### config.mk
export PLATFORM = sky130hd
export DESIGN_NAME = bsa_ctrl
export DESIGN_NICKNAME = d
export VERILOG_FILES = /design/src/hw/rtl/bsa_pkg.sv /design/src/hw/rtl/bsa_ctrl.sv
export SDC_FILE = /design/constraint.sdc
export NUM_CORES = 1
export LEC_CHECK = 0
export BUFFER_PORTS_ARGS = -buffer_cell sky130_fd_sc_hd__buf_2
export CORE_AREA = 2 2 39 41
export CTS_CLUSTER_SIZE = 25
export DETAILED_ROUTE_END_ITERATION = 8
export DIE_AREA = 0 0 41 43
export PLACE_DENSITY = 0.67
export SYNTH_ARGS = -nofsm -noshare
export SYNTH_HDL_FRONTEND = slang
export SYNTH_SLANG_ARGS = --single-unit
### constraint.sdc
create_clock -name clk -period 2.05 [get_ports clk]
set_clock_uncertainty 0.2 [all_clocks]
set_input_delay 0.1025 -clock clk [delete_from_list [all_inputs] [get_ports clk]]
set_output_delay 0.1025 -clock clk [all_outputs]
set_load 0.02 [all_outputs]
### src/hw/rtl/bsa_pkg.sv
// Shared types, constants and codes for the banker's safety allocator.
package bsa_pkg;

  localparam int MAX_PROCS   = 8;
  localparam int MAX_RES     = 8;
  localparam int COUNT_WIDTH = 16;
  localparam int WORK_WIDTH  = 20;
  localparam int PIDX_W      = 3;
  localparam int RIDX_W      = 3;
  localparam int NUM_W       = 4;
  localparam int CFG_IDX_W   = 4;

  typedef logic [COUNT_WIDTH-1:0] cnt_t;
  typedef logic [WORK_WIDTH-1:0]  work_t;
  typedef cnt_t [MAX_RES-1:0]     row_t;
  typedef logic [PIDX_W-1:0]      pidx_t;
  typedef logic [RIDX_W-1:0]      ridx_t;
  typedef logic [NUM_W-1:0]       num_t;

  typedef enum logic [1:0] {
    OP_LOAD_ENTRY = 2'd0,
    OP_LOAD_FREE  = 2'd1,
    OP_REQUEST    = 2'd2,
    OP_CHECK      = 2'd3
  } op_t;

  typedef enum logic [2:0] {
    ST_ACCEPTED = 3'd0,
    ST_GRANTED  = 3'd1,
    ST_DENIED   = 3'd2,
    ST_INVALID  = 3'd3,
    ST_BAD_LOAD = 3'd4
  } status_t;

  localparam logic [CFG_IDX_W-1:0] CFG_PROCESS_COUNT  = 4'd0;
  localparam logic [CFG_IDX_W-1:0] CFG_RESOURCE_COUNT = 4'd1;

  typedef struct packed {
    logic    capture;
    logic    load_entry;
    logic    load_free;
    logic    buf_write;
    logic    buf_clear;
    logic    rd_walk;
    logic    latch_rows;
    logic    grant;
    logic    rollback;
    logic    walk_init;
    logic    walk_step;
    logic    set_result;
    logic    use_count;
    status_t res_status;
  } cmd_t;

  typedef struct packed {
    op_t  op;
    logic last;
    logic entry_ok;
    logic free_ok;
    logic r_ok;
    logic p_ok;
    logic req_ok;
    logic np_zero;
    logic walk_stop;
    logic safe;
  } sts_t;

endpackage

### src/hw/rtl/bsa_ctrl.sv
// Controller state machine that sequences loads, requests and the safety walk.
module bsa_ctrl import bsa_pkg::*; (
  input  logic clk,
  input  logic rst,
  input  logic in_valid,
  output logic in_ready,
  output logic out_valid,
  input  logic out_ready,
  input  sts_t sts,
  output cmd_t cmd
);

  typedef enum logic [2:0] {
    S_IDLE,
    S_DECODE,
    S_CHECK,
    S_WALK_START,
    S_WALK,
    S_RESOLVE
  } state_t;

  state_t state;
  state_t state_next;

  always_comb begin
    cmd        = '0;
    state_next = state;
    in_ready   = (state == S_IDLE) && !out_valid;
    case (state)
      S_IDLE: begin
        cmd.capture = in_valid && in_ready;
        if (cmd.capture) begin
          state_next = S_DECODE;
        end
      end
      S_DECODE: begin
        state_next     = S_IDLE;
        cmd.set_result = 1'b1;
        cmd.res_status = ST_ACCEPTED;
        case (sts.op)
          OP_LOAD_ENTRY: begin
            cmd.load_entry = sts.entry_ok;
            if (!sts.entry_ok) begin
              cmd.res_status = ST_BAD_LOAD;
            end
          end
          OP_LOAD_FREE: begin
            cmd.load_free = sts.free_ok;
            if (!sts.free_ok) begin
              cmd.res_status = ST_BAD_LOAD;
            end
          end
          OP_REQUEST: begin
            if (!sts.r_ok) begin
              cmd.buf_clear  = 1'b1;
              cmd.res_status = ST_INVALID;
            end else begin
              cmd.buf_write = 1'b1;
              if (sts.last && !sts.p_ok) begin
                cmd.buf_clear  = 1'b1;
                cmd.res_status = ST_INVALID;
              end else if (sts.last) begin
                cmd.set_result = 1'b0;
                state_next     = S_CHECK;
              end
            end
          end
          default: begin
            cmd.set_result = 1'b0;
            state_next     = S_WALK_START;
          end
        endcase
      end
      S_CHECK: begin
        cmd.latch_rows = 1'b1;
        if (!sts.req_ok) begin
          cmd.buf_clear  = 1'b1;
          cmd.set_result = 1'b1;
          cmd.res_status = ST_INVALID;
          state_next     = S_IDLE;
        end else begin
          cmd.grant  = 1'b1;
          state_next = S_WALK_START;
        end
      end
      S_WALK_START: begin
        cmd.walk_init = 1'b1;
        cmd.rd_walk   = 1'b1;
        state_next    = sts.np_zero ? S_RESOLVE : S_WALK;
      end
      S_WALK: begin
        cmd.walk_step = 1'b1;
        cmd.rd_walk   = 1'b1;
        if (sts.walk_stop) begin
          state_next = S_RESOLVE;
        end
      end
      S_RESOLVE: begin
        cmd.set_result = 1'b1;
        cmd.use_count  = 1'b1;
        cmd.res_status = sts.safe ? ST_GRANTED : ST_DENIED;
        if (sts.op == OP_REQUEST) begin
          cmd.buf_clear = 1'b1;
          cmd.rollback  = !sts.safe;
        end
        state_next = S_IDLE;
      end
      default: begin
        state_next = S_IDLE;
      end
    endcase
  end

  always_ff @(posedge clk) begin
    if (rst) begin
      state     <= S_IDLE;
      out_valid <= 1'b0;
    end else begin
      state <= state_next;
      if (cmd.set_result) begin
        out_valid <= 1'b1;
      end else if (out_ready) begin
        out_valid <= 1'b0;
      end
    end
  end

endmodule
==> reports/qor.csv, run 1 <==
metric;value;unit
die_area;1760;um^2
yosysTopAreaCellShare;19.0;%
ys_seq_area_share;19.0;%
cts_root_buffer;clkbuf_4;
drt-total-wl;1130;um
final_antenna_net_count;0;
ys.warnings.count;0;
required;1.75;ns
power-per-cell-area;483;nW/um^2
drt_iter0_markers;15;
p_total;295;uW
utilization;44.2;%
worst_slew_pin_slew;0.349;ns
leakagePower;0.000332;uW
synth_edf_count;0;
drc;0;
endpoint_kind;output port;
wl_per_cell;10.5;um
slowest_delay;0.49;ns
reg2reg_slack;0.54;ns
fin_crit;1.90;ns
initial_core_util;30.5;%
ir_worst_vdd;287;uV
cpLargestDelayFamily;simple AND/OR/NAND/NOR gates;
die_width;41;um
synth_most_common_cell;nand2_1;
synth_area;422;um^2
hpwlAfterDp;877;um
syn_nets;74;
syn_avg_cell_area;7.15;um^2
fin_crit_sh;92.5;%
area_growth;45.1;%
slowest_stage;dfxtp_1;
cts_sinks;4;
cp_cell_sequence;or3b_4 -> nor4b_2 -> buf_2;
hold_slack;0.00554;ns
r2r_start;state[2]$_SDFFE_PP0P_;
grt_overflow;0;
io_buffers;32;
ios;33;
worst-path-buf-inv;1;
ctsResizeCount;0;
slew_headroom;76.7;%
grt_pass1_vias;461;
synthTopCellsByCount;nand2_1 (7), dfxtp_1 (4), inv_1 (4);
path_clk_slew;0.04;ns
ys_ff_latch;4;
worstHoldStart;sts[2];
r2r_cells;3;
holdPathStages;3;
hold_class;primary input to register;
vias;529;
r2r-end;state[2]$_SDFFE_PP0P_;
setup_viol;0;
numCtsBuffers;3;
viasPerCell;4.94;
synth_cells;59;
setup.worst_path.start_class;register;
status;finished, final reports clean;
worstSetupPathType;register to output port;
synth.distinct_cells;29;
clock_latency;0.24;ns
cts_tree;done;
drtPass1Iterations;4;
ys.flop_type;dfxtp_1;
htreeDepth;1;
diodes;0;
fp-row-count;14;
netlist_top_cells_area;dfxtp_1 (19%), nand2_1 (6.2%), nor3b_1 (5.3%), nand2b_1 (4.5%), nor2b_1 (4.5%);
finalMaxSlewViolations;0;
die_h;43;um
path_max_fanout;10;
synthArstFlopShare;0;%
hold_viol_final;0;
cap_viol_max_count;0;
drive_above_1_share;42.9;%
antenna_found_initial;0;
rsz0062_at_grt;false;
yosys.area.top_type;dfxtp_1;
grt_max_degree;13;
clock.fmax;527;MHz
min_to;state[0]$_SDFFE_PP0P_;
cts_buffer_depth;2;
grt_pass1_wl;1690;um
tns;0;ns
core;1380;um^2
cp.arrival;1.59;ns
final_nets;108;
gr-usage-all-layers;14.3;%
gp_congestion;0.772;
state kept, by name (all words and copies together), names as in the netlist:
register / flops
state: 3
out_valid: 1
stage by stage:
stage               setup slack, ns  instances  area (um^2)
floorplan                     0.202         59          422
global placement              0.458        102          569
detailed placement            0.414        102          569
CTS                           0.146        107          612
global route                 0.0591        107          612
finish                        0.153        107          612
cell families after synthesis:
kind of cell / count (synthesis) / synth area share, %
flip-flops: 4 / 19.0
buffers and inverters: 9 / 11.3
AO/OA/AOI/OAI: 11 / 17.8
AND/OR/NAND/NOR: 35 / 51.9
layout by cell type (no fill, tap or decap):
cell type	netlist	final
nor3_1	2	2
o2111ai_1	1	1
nand2_1	7	7
a32o_1	1	1
nor4b_2	1	1
o21ai_0	1	1
and3b_1	2	2
dfxtp_1	4	4
dlygate4sd3_1	0	2
or2_2	1	1
nand4_1	1	1
buf_2	2	32
o311ai_0	1	1
or3b_4	1	1
clkbuf_4	0	3
inv_1	4	4
nor4_1	1	1
nand3_1	3	3
o21a_1	2	2
nand2b_1	3	3
nor2b_1	3	3
and2_1	2	2
nor3b_1	3	3
a31oi_1	2	2
nor3b_2	1	1
or3b_1	1	1
nor2_1	3	3
a21oi_1	3	3
worst max-delay path by stage:
stage                                      from      end  depth (start not counted)
after floorplan           state[0]$_SDFFE_PP0P_  cmd[15]                          3
after global placement    state[0]$_SDFFE_PP0P_   cmd[2]                          3
after detailed placement  state[0]$_SDFFE_PP0P_   cmd[2]                          3
after CTS                 state[0]$_SDFFE_PP0P_   cmd[2]                          3
after global routing      state[0]$_SDFFE_PP0P_   cmd[2]                          3
final                     state[0]$_SDFFE_PP0P_   cmd[2]                          3
worst register-to-register path, stage by stage (launching register included):
cell and delay, ns:
dfxtp_1 0.52, and3b_1 0.25, or2_2 0.30, nor2b_1 0.13
repair_timing:
item | 4_1_cts | 5_1_grt
hold endpoints to repair | 4 | 0
hold buffers | 2 | 0
endpoints found under the setup margin | 0 | 0
setup buffers | 0 | 0
final cells by class:
type | count | area, um^2
fillers | 144 | 772
multi-input cells | 46 | 294
repair buffers | 34 | 180
flip-flops and latches | 4 | 80.1
clock buffers | 3 | 22.5
well taps | 16 | 20.0
inverters | 4 | 15.0
power breakdown:
group	leakage, uW	internal [uW]	switching [uW]
clock network	0.0000138	65.9	37.9
logic	0.000286	44.7	55.2
registers	0.0000327	82.9	8.69
total	0.000332	193	102
routing by layer:
| metal | share of wire [%] | GRT usage, % | vias up |
|---|---|---|---|
| met5 | 0 | 0 | - |
| met4 | 0 | 6.00 | 0 |
| met3 | 9.0 | 6.81 | 0 |
| met2 | 45 | 23.1 | 25 |
| met1 | 46 | 14.8 | 233 |
| li1 | - | - | 271 |
(Power assumes the default switching activity.)
==> run 2: changes to the inputs <==
--- a/config.mk
+++ b/config.mk
@@ -10,7 +10,7 @@
 export CTS_CLUSTER_SIZE = 25
 export DETAILED_ROUTE_END_ITERATION = 8
 export DIE_AREA = 0 0 41 43
-export PLACE_DENSITY = 0.67
+export PLACE_DENSITY = 0.69
 export SYNTH_ARGS = -nofsm -noshare
 export SYNTH_HDL_FRONTEND = slang
 export SYNTH_SLANG_ARGS = --single-unit
==> constraint.sdc (replaced) <==
create_clock -name clk -period 1.6 [get_ports clk]
set_clock_uncertainty 0.2 [all_clocks]
set_input_delay 0.08 -clock clk [delete_from_list [all_inputs] [get_ports clk]]
set_output_delay 0.08 -clock clk [all_outputs]
set_load 0.02 [all_outputs]
==> run 2 against run 1 <==
  * The flow now finishes with violations (negative setup slack)
  * Power rose by 36%
  * Combinational power is 64% higher
  * Sequential power grew 26%
  * Core utilization rose by 9.0 points
  * Global-route usage is 0.37 points higher
  * Worst hold slack gained 0.030 ns
  * Count of clock-buffer cells in the layout unchanged
  * Die area unchanged
  * Setup slack lost 0.23 ns
  * Largest cell class unchanged
  * Design area rose by 20%
==> reports/qor.csv, run 2 (synthesized netlist as in run 1, its figures left out) <==
metric;value;unit;change
status;finished, violations left;;was finished, final reports clean
violations;negative setup slack;;
required;1.32;ns;was 1.75 ns
startpoint;state[1]$_SDFFE_PP0P_;;was state[0]$_SDFFE_PP0P_
fillCellCount;140;;was 144
viasPerCell;4.98;;was 4.94
fin_crit_sh;105;%;
largest_register_ffs;3;;unchanged
cap_viol_max_count;0;;unchanged
core;1380;um^2;unchanged
drive_above_1_share;56.1;%;was 42.9%
reg_top3;state: 3 flops, out_valid: 1 flops;;unchanged
p_int;268;uW;was 193 uW
diodes;0;;unchanged
io_buffers;32;;unchanged
grt_pass1_vias;491;;was 461
reg2reg_slack;0.13;ns;was 0.54 ns
hold_viol_final;0;;unchanged
path_clk_slew;0.04;ns;about the same
die_area;1760;um^2;unchanged
grt_overflow;0;;unchanged
layout_setup_ws;-0.0751;ns;was 0.153 ns
ios;33;;unchanged
clock_latency;0.23;ns;was 0.24 ns
endpoint_kind;output port;;unchanged
multi_input_area;344;um^2;was 294 um^2
path_max_fanout;8;;was 10
hold_slack;0.0353;ns;was 0.00554 ns
p_comb_share;40.7;%;was 33.8%
setup.worst_path.start_class;register;;unchanged
rsz0062_at_grt;true;;was false
initial_core_util;30.5;%;unchanged
grt_max_degree;9;;was 13
cp.arrival;1.40;ns;was 1.59 ns
leakagePower;0.000388;uW;was 0.000332 uW
hpwlAfterDp;1000;um;was 877 um
cts_buffer_depth;2;;unchanged
slew_headroom;80.3;%;was 76.7%
ir_worst_vdd;246;uV;was 287 uV
hold_class;primary input to register;;unchanged
vias;568;;was 529
final_cells;114;;was 107
top_register;state;;unchanged
seqPwrFrac;28.5;%;was 31.0%
final_antenna_net_count;0;;unchanged
use_met2;24.4;%;was 23.1%
cts_tree;done;;unchanged
drt_iter0_markers;7;;was 15
die_h;43;um;unchanged
pwr-share-clk;30.9;%;was 35.2%
cts_root_buffer;clkbuf_4;;unchanged
worstSetupPathType;register to output port;;unchanged
drc;0;;unchanged
drt-total-wl;1300;um;was 1130 um
numCtsBuffers;3;;unchanged
final_cell_mix;buf_2 (27), buf_4 (10), nand2_1 (6), inv_1 (4);;was buf_2 (32), nand2_1 (7), inv_1 (4), dfxtp_1 (4)
dp.cells;106;;was 102
grt_pass1_wl;1810;um;was 1690 um
gp_congestion;0.722;;was 0.772
finalMaxSlewViolations;0;;unchanged
regArea;83.8;um^2;was 80.1 um^2
met3_usage;3.14;%;was 6.81%
r2r_start;state[2]$_SDFFE_PP0P_;;unchanged
cts_sinks;4;;unchanged
r2r-end;state[1]$_SDFFE_PP0P_;;was state[2]$_SDFFE_PP0P_
worst_slew_pin_slew;0.294;ns;was 0.349 ns
htreeDepth;1;;unchanged
final_common_cell;buf_2;;unchanged
final_nets;115;;was 108
area_growth;74.8;%;was 45.1%
power-per-cell-area;546;nW/um^2;was 483 nW/um^2
clock.fmax;597;MHz;
swShare;33.4;%;was 34.5%
antenna_found_initial;0;;unchanged
wl_per_cell;11.4;um;was 10.5 um
drtPass1Iterations;4;;unchanged
die_width;41;um;unchanged
gr-usage-all-layers;14.6;%;was 14.3%
fin_crit;1.68;ns;
fp-row-count;14;;unchanged
top_usage_layer;met2;;unchanged
grt_use_met1;17.0;%;was 14.8%
setup_viol;7;;was 0
p_switching;134;uW;was 102 uW
critPathCapture;cmd[12];;was cmd[2]
r2r_cells;4;;was 3
==> run 2: area by class of cell <==
class                      instances  share of cell area [%]
inverter                           4                    2.04
tap                               16                    2.72
timing repair buffer              41                    34.1
clock buffer                       3                    3.06
multi-input combinational         46                    46.7
sequential                         4                    11.4
==> run 2: timing repair <==
| item | 4_1_cts | 5_1_grt |
|---|---|---|
| cloned | 0 | 0 |
| pin swaps | 1 | 5 |
| setup buffers | 0 | 2 |
| hold buffers | 3 | 0 |
| resized for setup | 5 | 13 |
| endpoints found under the hold margin | 4 | 0 |
| setup endpoints to repair | 12 | 12 |
==> run 2: per-layer routing <==
layer,vias to the layer above,share of wire (%),routed length [um]
li1,285,-,-
met1,256,43,565
met2,25,49,634
met3,2,7.3,95
met4,0,0.38,5
met5,-,0,0
==> run 2: stage by stage <==
step / power (uW) / utilization, % / setup TNS, ns / worst slack [ns] / instance area [um^2]
detailed placement: 254 / 44.1 / 0 / 0.108 / 611
floorplan: 203 / - / -0.193 / -0.0607 / 433
CTS: 394 / 49.0 / -0.425 / -0.121 / 678
finish: 403 / 53.3 / -0.273 / -0.0751 / 737
global placement: 252 / 44.1 / 0 / 0.154 / 611
global route: 432 / 53.3 / -1.07 / -0.134 / 737
==> run 2: worst min-delay path by stage <==
stage                      start                     end  slack [ns]  cells past startpoint
final                     sts[1]   state[0]$_SDFFE_PP0P_        0.04                      4
after global routing      sts[1]   state[0]$_SDFFE_PP0P_        0.06                      4
after CTS                 sts[1]   state[0]$_SDFFE_PP0P_        0.04                      4
after detailed placement     rst   state[2]$_SDFFE_PP0P_        0.09                      2
after global placement       rst  out_valid$_SDFFE_PP0P_        0.08                      2
after floorplan              rst  out_valid$_SDFFE_PP0P_       -0.05                      1
==> run 2: power by group through the flow <==
stage | registers (uW) | clock network [uW] | logic (uW)
finish | 115 | 124 | 164
global route | 116 | 139 | 178
CTS | 115 | 129 | 151
detailed placement | 114 | 0 | 139
global placement | 114 | 0 | 138
floorplan | 113 | 0 | 89.7
==> run 2: critical path: stages (launching register included) <==
cell,delay (ns)
dfxtp_2,0.35
or3b_4,0.43
nor3_1,0.19
buf_2,0.19
